$ cat src/design/rvcp_pkg.sv
package rvcp_pkg;

  localparam int unsigned FrameLength = 19;
  localparam int unsigned CountWidth  = 5;
  localparam int unsigned SumFirst    = 2;
  localparam int unsigned SumLast     = 17;
  localparam int unsigned CheckPos    = 18;
  localparam logic [7:0]  SyncByte    = 8'hAA;

  localparam logic [CountWidth-1:0] CountFull = CountWidth'(FrameLength);
  localparam logic [CountWidth-1:0] CountOver = CountWidth'(FrameLength + 1);

  localparam int unsigned OutWidth = 104;

  typedef struct packed {
    logic [15:0] accel_z;
    logic [15:0] accel_y;
    logic [15:0] accel_x;
    logic [15:0] roll;
    logic [15:0] pitch;
    logic [15:0] yaw;
    logic [7:0]  frame_index;
  } result_t;

endpackage

$ cat src/design/rvcp_collect.sv
module rvcp_collect (
  input  logic                clk_i,
  input  logic                rst_ni,
  input  logic                take_i,
  input  logic [7:0]          rx_byte_i,
  input  logic                line_idle_i,
  output logic                res_valid_o,
  output rvcp_pkg::result_t   res_o
);

  logic [rvcp_pkg::CountWidth-1:0] count_q, count_d;
  logic [7:0]                      sum_q, sum_d;
  logic [7:0]                      bytes_q [rvcp_pkg::FrameLength];
  logic                            store;
  logic                            in_sum;
  logic                            frame_ok;

  assign store  = take_i && !line_idle_i && (count_q < rvcp_pkg::CountFull);
  assign in_sum = (count_q >= rvcp_pkg::CountWidth'(rvcp_pkg::SumFirst)) &&
                  (count_q <= rvcp_pkg::CountWidth'(rvcp_pkg::SumLast));

  always_comb begin
    count_d = count_q;
    sum_d   = sum_q;
    if (take_i) begin
      if (line_idle_i) begin
        count_d = '0;
        sum_d   = '0;
      end else if (count_q < rvcp_pkg::CountFull) begin
        count_d = count_q + 1'b1;
        if (in_sum) begin
          sum_d = sum_q + rx_byte_i;
        end
      end else begin
        count_d = rvcp_pkg::CountOver;
      end
    end
  end

  always_ff @(posedge clk_i or negedge rst_ni) begin
    if (!rst_ni) begin
      count_q <= '0;
      sum_q   <= '0;
    end else begin
      count_q <= count_d;
      sum_q   <= sum_d;
    end
  end

  always_ff @(posedge clk_i) begin
    if (store) begin
      bytes_q[count_q] <= rx_byte_i;
    end
  end

  // Check the burst against length, header and checksum on the idle event
  assign frame_ok = (count_q == rvcp_pkg::CountFull) &&
                    (bytes_q[0] == rvcp_pkg::SyncByte) &&
                    (bytes_q[1] == rvcp_pkg::SyncByte) &&
                    (sum_q == bytes_q[rvcp_pkg::CheckPos]);

  assign res_valid_o = take_i && line_idle_i && frame_ok;

  always_comb begin
    res_o.frame_index = bytes_q[2];
    res_o.yaw         = {bytes_q[4],  bytes_q[3]};
    res_o.pitch       = {bytes_q[6],  bytes_q[5]};
    res_o.roll        = {bytes_q[8],  bytes_q[7]};
    res_o.accel_x     = {bytes_q[10], bytes_q[9]};
    res_o.accel_y     = {bytes_q[12], bytes_q[11]};
    res_o.accel_z     = {bytes_q[14], bytes_q[13]};
  end

endmodule

$ cat src/design/rvcp_out_buf.sv
module rvcp_out_buf (
  input  logic              clk_i,
  input  logic              rst_ni,
  input  logic              in_valid_i,
  input  rvcp_pkg::result_t in_data_i,
  output logic              in_ready_o,
  output logic              out_valid_o,
  output rvcp_pkg::result_t out_data_o,
  input  logic              out_ready_i
);

  logic              valid_q;
  logic              skid_valid_q;
  rvcp_pkg::result_t data_q;
  rvcp_pkg::result_t skid_q;
  logic              load;

  assign in_ready_o  = !skid_valid_q;
  assign load        = in_valid_i && !skid_valid_q;
  assign out_valid_o = valid_q;
  assign out_data_o  = data_q;

  always_ff @(posedge clk_i or negedge rst_ni) begin
    if (!rst_ni) begin
      valid_q      <= 1'b0;
      skid_valid_q <= 1'b0;
    end else if (!valid_q || out_ready_i) begin
      if (skid_valid_q) begin
        valid_q      <= 1'b1;
        skid_valid_q <= 1'b0;
      end else begin
        valid_q <= load;
      end
    end else if (load) begin
      // Output stalled: park the new transaction in the skid stage
      skid_valid_q <= 1'b1;
    end
  end

  always_ff @(posedge clk_i) begin
    if (!valid_q || out_ready_i) begin
      if (skid_valid_q) begin
        data_q <= skid_q;
      end else if (load) begin
        data_q <= in_data_i;
      end
    end else if (load) begin
      skid_q <= in_data_i;
    end
  end

endmodule

$ cat src/design/imu_rvc_frame_parser_unit.sv
// Parser for the serial frames of an IMU in RVC mode. Each slave transaction
// carries a received byte, or a line-idle event flagged in tuser. Bytes of a
// burst are collected in place; the idle event checks the burst (19 bytes,
// two 0xAA header bytes, 8-bit sum of bytes 2..17 equal to byte 18) and a
// good frame yields one master transaction with the index, yaw, pitch, roll
// and the three raw accelerations, all as little-endian int16 values. Bad
// frames are dropped silently, and every idle event starts a new burst.
// One transaction is taken per cycle while the slave side is not stalled; a
// result is registered from its idle event into an output register backed by a
// one-entry skid stage, so the slave side stalls only when both are full.
module imu_rvc_frame_parser_unit (
  input  logic                          clk_i,
  input  logic                          rst_ni,
  input  logic                          s_axis_tvalid,
  output logic                          s_axis_tready,
  input  logic [7:0]                    s_axis_tdata,  // rx_byte
  input  logic                          s_axis_tuser,  // line_idle
  output logic                          m_axis_tvalid,
  input  logic                          m_axis_tready,
  // frame_index[7:0], yaw[23:8], pitch[39:24], roll[55:40],
  // accel_x[71:56], accel_y[87:72], accel_z[103:88]
  output logic [rvcp_pkg::OutWidth-1:0] m_axis_tdata
);

  logic              take;
  logic              res_valid;
  logic              buf_ready;
  rvcp_pkg::result_t res;
  rvcp_pkg::result_t out_res;

  assign take          = s_axis_tvalid && buf_ready;
  assign s_axis_tready = buf_ready;

  rvcp_collect u_collect (
    .clk_i       (clk_i),
    .rst_ni      (rst_ni),
    .take_i      (take),
    .rx_byte_i   (s_axis_tdata),
    .line_idle_i (s_axis_tuser),
    .res_valid_o (res_valid),
    .res_o       (res)
  );

  rvcp_out_buf u_out_buf (
    .clk_i       (clk_i),
    .rst_ni      (rst_ni),
    .in_valid_i  (res_valid),
    .in_data_i   (res),
    .in_ready_o  (buf_ready),
    .out_valid_o (m_axis_tvalid),
    .out_data_o  (out_res),
    .out_ready_i (m_axis_tready)
  );

  assign m_axis_tdata = out_res;

endmodule
$ cat config.mk
export PLATFORM = sky130hd
export DESIGN_NAME = imu_rvc_frame_parser_unit
export DESIGN_NICKNAME = d
export VERILOG_FILES = /design/src/design/rvcp_pkg.sv /design/src/design/rvcp_collect.sv /design/src/design/rvcp_out_buf.sv /design/src/design/imu_rvc_frame_parser_unit.sv
export SDC_FILE = /design/constraint.sdc
export NUM_CORES = 1
export LEC_CHECK = 0
export BUFFER_PORTS_ARGS = -buffer_cell sky130_fd_sc_hd__buf_4
export CAP_MARGIN = 5
export CORE_MARGIN = 5
export CORE_UTILIZATION = 46
export DETAILED_ROUTE_END_ITERATION = 10
export GPL_TIMING_DRIVEN = 0
export MAX_ROUTING_LAYER = met4
export PLACE_DENSITY = 0.77
export SYNTH_ARGS = -nofsm -noshare
export SYNTH_HDL_FRONTEND = slang
export SYNTH_SLANG_ARGS = --single-unit
$ cat constraint.sdc
create_clock -name clk_i -period 6.3 [get_ports clk_i]
set_clock_uncertainty 0.05 [all_clocks]
set_input_delay 0.63 -clock clk_i [delete_from_list [all_inputs] [get_ports clk_i]]
set_output_delay 0.63 -clock clk_i [all_outputs]
set_load 0.005 [all_outputs]
==> flow_metrics.tcl <==
set metrics [dict create \
    ant_nets 0 \
    post_cts_buffers 0 \
    power_uw 4817 \
    crit_path_end "u_out_buf.out_data_o[36]" \
    core_area_mm2 0.02755 \
    firstDrtPassIters 5 \
    endpoint_kind "register" \
    post_route_cells_drive_above_1_share 0.3651 \
    insertion_delay_ps 500 \
    p_leak_uw 0.005267 \
    syn_inst 620 \
    remaining_drc_errors 0 \
    dp_cells 1122 \
    hpwl_mm 14.30 \
    cap_violations 0 \
    rsz0062_at_grt "false" \
    cts_tree "yes" \
    max_stage_delay_ps 600 \
    ys_ff_latch 351 \
    clk_pin_slew_ps 60 \
    max_freq_mhz 295.8 \
    regToRegEndpoint "u_out_buf.out_data_o[36]" \
    grt_util_all_layers 0.1542 \
    instances_no_fill 1187 \
    die_h_um 176.4 \
    numCtsBuffers 35 \
    crit_slowest_cell "nor2b_4" \
    die_w_um 176.4 \
    synth_ff_type "edfxtp_1" \
    cp.depth 9 \
    routabilityCongestion 0.8303 \
    cts_root_buffer "clkbuf_16" \
    routed_via_density 5.013 \
    yosysWarnings 0 \
    period_share 0.5366 \
    critical_path_required_ps 6440 \
    dieArea_mm2 0.03111 \
    rrSetupSlack_ps 2920 \
    period_needed_ps 3381 \
    fill_cells 2024 \
    r2r_start "u_out_buf.skid_valid_q" \
    crit_fanout 38 \
    hold_class "register to register" \
    port_buffers 118 \
    vias 5951 \
    syn_avg_cell_area_um2 20.54 \
    overflow 0 \
    cts.path.max_buffers 3 \
    r2r_cells 9 \
    setup_viol_count_final 0 \
    io_pins 119 \
    tightest_slew_ps 914.6 \
    wl_per_cell_um 19.82 \
    wl_mm 23.53 \
    synth_edf_count 336 \
    worstSetupStartpoint "u_out_buf.skid_valid_q" \
    status "complete, no violations" \
    synth.distinct_cells 50 \
    start_kind "register" \
    syn2layout_area_growth_pct 20.38 \
    cts_sinks 351 \
    critPathBufInv 4 \
    cp_cell_sequence "clkbuf_1, nor2b_1, clkbuf_1, nand4_1, nor2_1, a31oi_1, nor2b_4, buf_12, buf_12" \
    antenna_found_initial 1 \
    path_delay_family "buffers and inverters" \
    critPathKind "register to register" \
    netlist_area_mm2 0.01273 \
    synth_nets 645 \
    crit_arrival_ps 3520 \
    hold_viol 0 \
    grt_max_degree 39 \
    power_density_mw_per_mm2 314.3 \
    initial_core_util 0.4621 \
    final_nets 807 \
    ys_seq_area_frac 0.8219 \
    h-tree-depth 2 \
    grt_pass1_wl_mm 35.84 \
    rows 61 \
    maxSlewHeadroom 0.3880 \
    vdd_drop_max_mv 0.1497 \
    first_iter_violations 434 \
    grt_pass1_vias 6142 \
    maxSlewViolCount 0 \
    tns_ps 0 \
    ys_async_sr_fraction 0.04274 \
]
-- stage by stage --
stage / hold slack (ps) / cell area (µm²) / setup WS (ps) / utilization
3_5_place_dp: 380.0 / 14230 / 2968 / 0.5166
2_1_floorplan: 284.4 / 12730 / 25.55 / -
4_1_cts: 391.6 / 15320 / 2876 / 0.5562
6_report: 392.6 / 15330 / 2919 / 0.5563
5_1_grt: 405.4 / 15330 / 2695 / 0.5563
3_3_place_gp: 375.9 / 14090 / -2696 / 0.5115
-- cells in the final DEF, fill, tap and decap left out, types with 3 or more instances in the layout --
master / count
a21o_1: 3
a21oi_1: 7
a2bb2oi_1: 5
and3_1: 8
buf_12: 5
buf_2: 6
buf_4: 120
clkbuf_1: 19
clkbuf_16: 35
clkinv_1: 5
clkinv_2: 6
dfrtp_1: 15
edfxtp_1: 336
ha_1: 11
inv_1: 4
inv_6: 3
mux2_2: 105
nand2_1: 18
nand2b_1: 9
nand3_1: 5
nor2_1: 17
nor2b_1: 3
nor3_1: 4
o31ai_1: 5
xnor2_1: 6
xor2_1: 7
-- state kept, by name, indices dropped and copies added (netlist names) --
signal                  cells
u_out_buf.skid_valid_q      1
u_collect.sum_q             8
u_out_buf.out_data_o      104
u_out_buf.skid_q          104
u_collect.bytes_q         128
u_collect.count_q           5
u_out_buf.out_valid_o       1
-- cell type report --
class                      instances  area, µm²  area share
clock inverter                    17      143.9    0.009388
clock buffer                      46      937.1     0.06114
inverter                           4      15.01   0.0009796
tap                              378      473.0     0.03086
buffer                            19      95.09    0.006204
antenna                            1      2.502   0.0001633
sequential                       351      10470      0.6828
timing repair buffer             125       1023     0.06678
multi-input combinational        246       2172      0.1417
-- layer usage --
layer / track usage / wire [µm]
met1: 0.2036 / 10190
met2: 0.2492 / 11800
met3: 0.02891 / 1119
met4: 0.04320 / 413
met5: - / 0
-- timing repair --
action / 4_1_cts / 5_1_grt
hold buffers: 1 / 0
hold endpoints to repair: 15 / 0
setup endpoints to repair: 0 / 0
gates resized for setup: 0 / 0
-- synthesized netlist by cell type (2+ instances only) --
library cell | instances | share of area
a21o_1 | 3 | 0.0018
a21oi_1 | 7 | 0.0028
a2bb2oi_1 | 5 | 0.0034
and3_1 | 8 | 0.0039
buf_2 | 6 | 0.0024
buf_4 | 2 | 0.0012
clkbuf_1 | 10 | 0.0029
dfrtp_1 | 15 | 0.029
edfxtp_1 | 336 | 0.79
ha_1 | 11 | 0.011
inv_1 | 4 | 0.0012
mux2_2 | 105 | 0.093
nand2_1 | 18 | 0.0053
nand2b_1 | 9 | 0.0044
nand3_1 | 5 | 0.0020
nor2_1 | 18 | 0.0053
nor2b_1 | 4 | 0.0020
nor3_1 | 4 | 0.0016
nor4bb_1 | 2 | 0.0016
o21ai_0 | 2 | 0.00079
o221ai_1 | 2 | 0.0014
o31ai_1 | 5 | 0.0029
xnor2_1 | 6 | 0.0041
xor2_1 | 7 | 0.0048
-- worst reg2reg max path, stage by stage (launching register included) --
cell and delay [ps]:
dfrtp_1 350, clkbuf_1 300, nor2b_1 190, clkbuf_1 370, nand4_1 180, nor2_1 220
a31oi_1 220, nor2b_4 600, buf_12 300, buf_12 260
-- worst min-delay path by stage --
stage / start / endpoint / slack, ps / depth (start not counted)
final: u_collect.bytes_q[3][3] / u_out_buf.skid_q[11] / 390 / 0
after CTS: u_collect.bytes_q[11][1] / u_out_buf.skid_q[73] / 390 / 0
after global routing: u_collect.bytes_q[9][7] / u_out_buf.skid_q[63] / 410 / 0
after detailed placement: u_collect.bytes_q[2][3] / u_out_buf.skid_q[3] / 380 / 0
after global placement: u_collect.bytes_q[13][7] / u_out_buf.skid_q[95] / 380 / 0
after floorplan: rst_ni / u_collect.count_q[0] / 280 / 0
-- cell families after synthesis --
family	count (synthesis)	synth area share
xor+xnor	13	0.008943
simple gates	79	0.03263
buf+inv	23	0.008647
fa+ha+maj	12	0.01238
mux	105	0.09287
compound gates	37	0.02260
flops	351	0.8219
-- where the power goes --
group,internal [µW],switching [µW],leakage [µW],total [µW]
combinational,117,147,0.00151,264
sequential,2570,39.6,0.00322,2610
clock,1140,809,0.000534,1940
total,3820,996,0.00527,4820
Note: power is estimated with default switching activity, not from simulation.
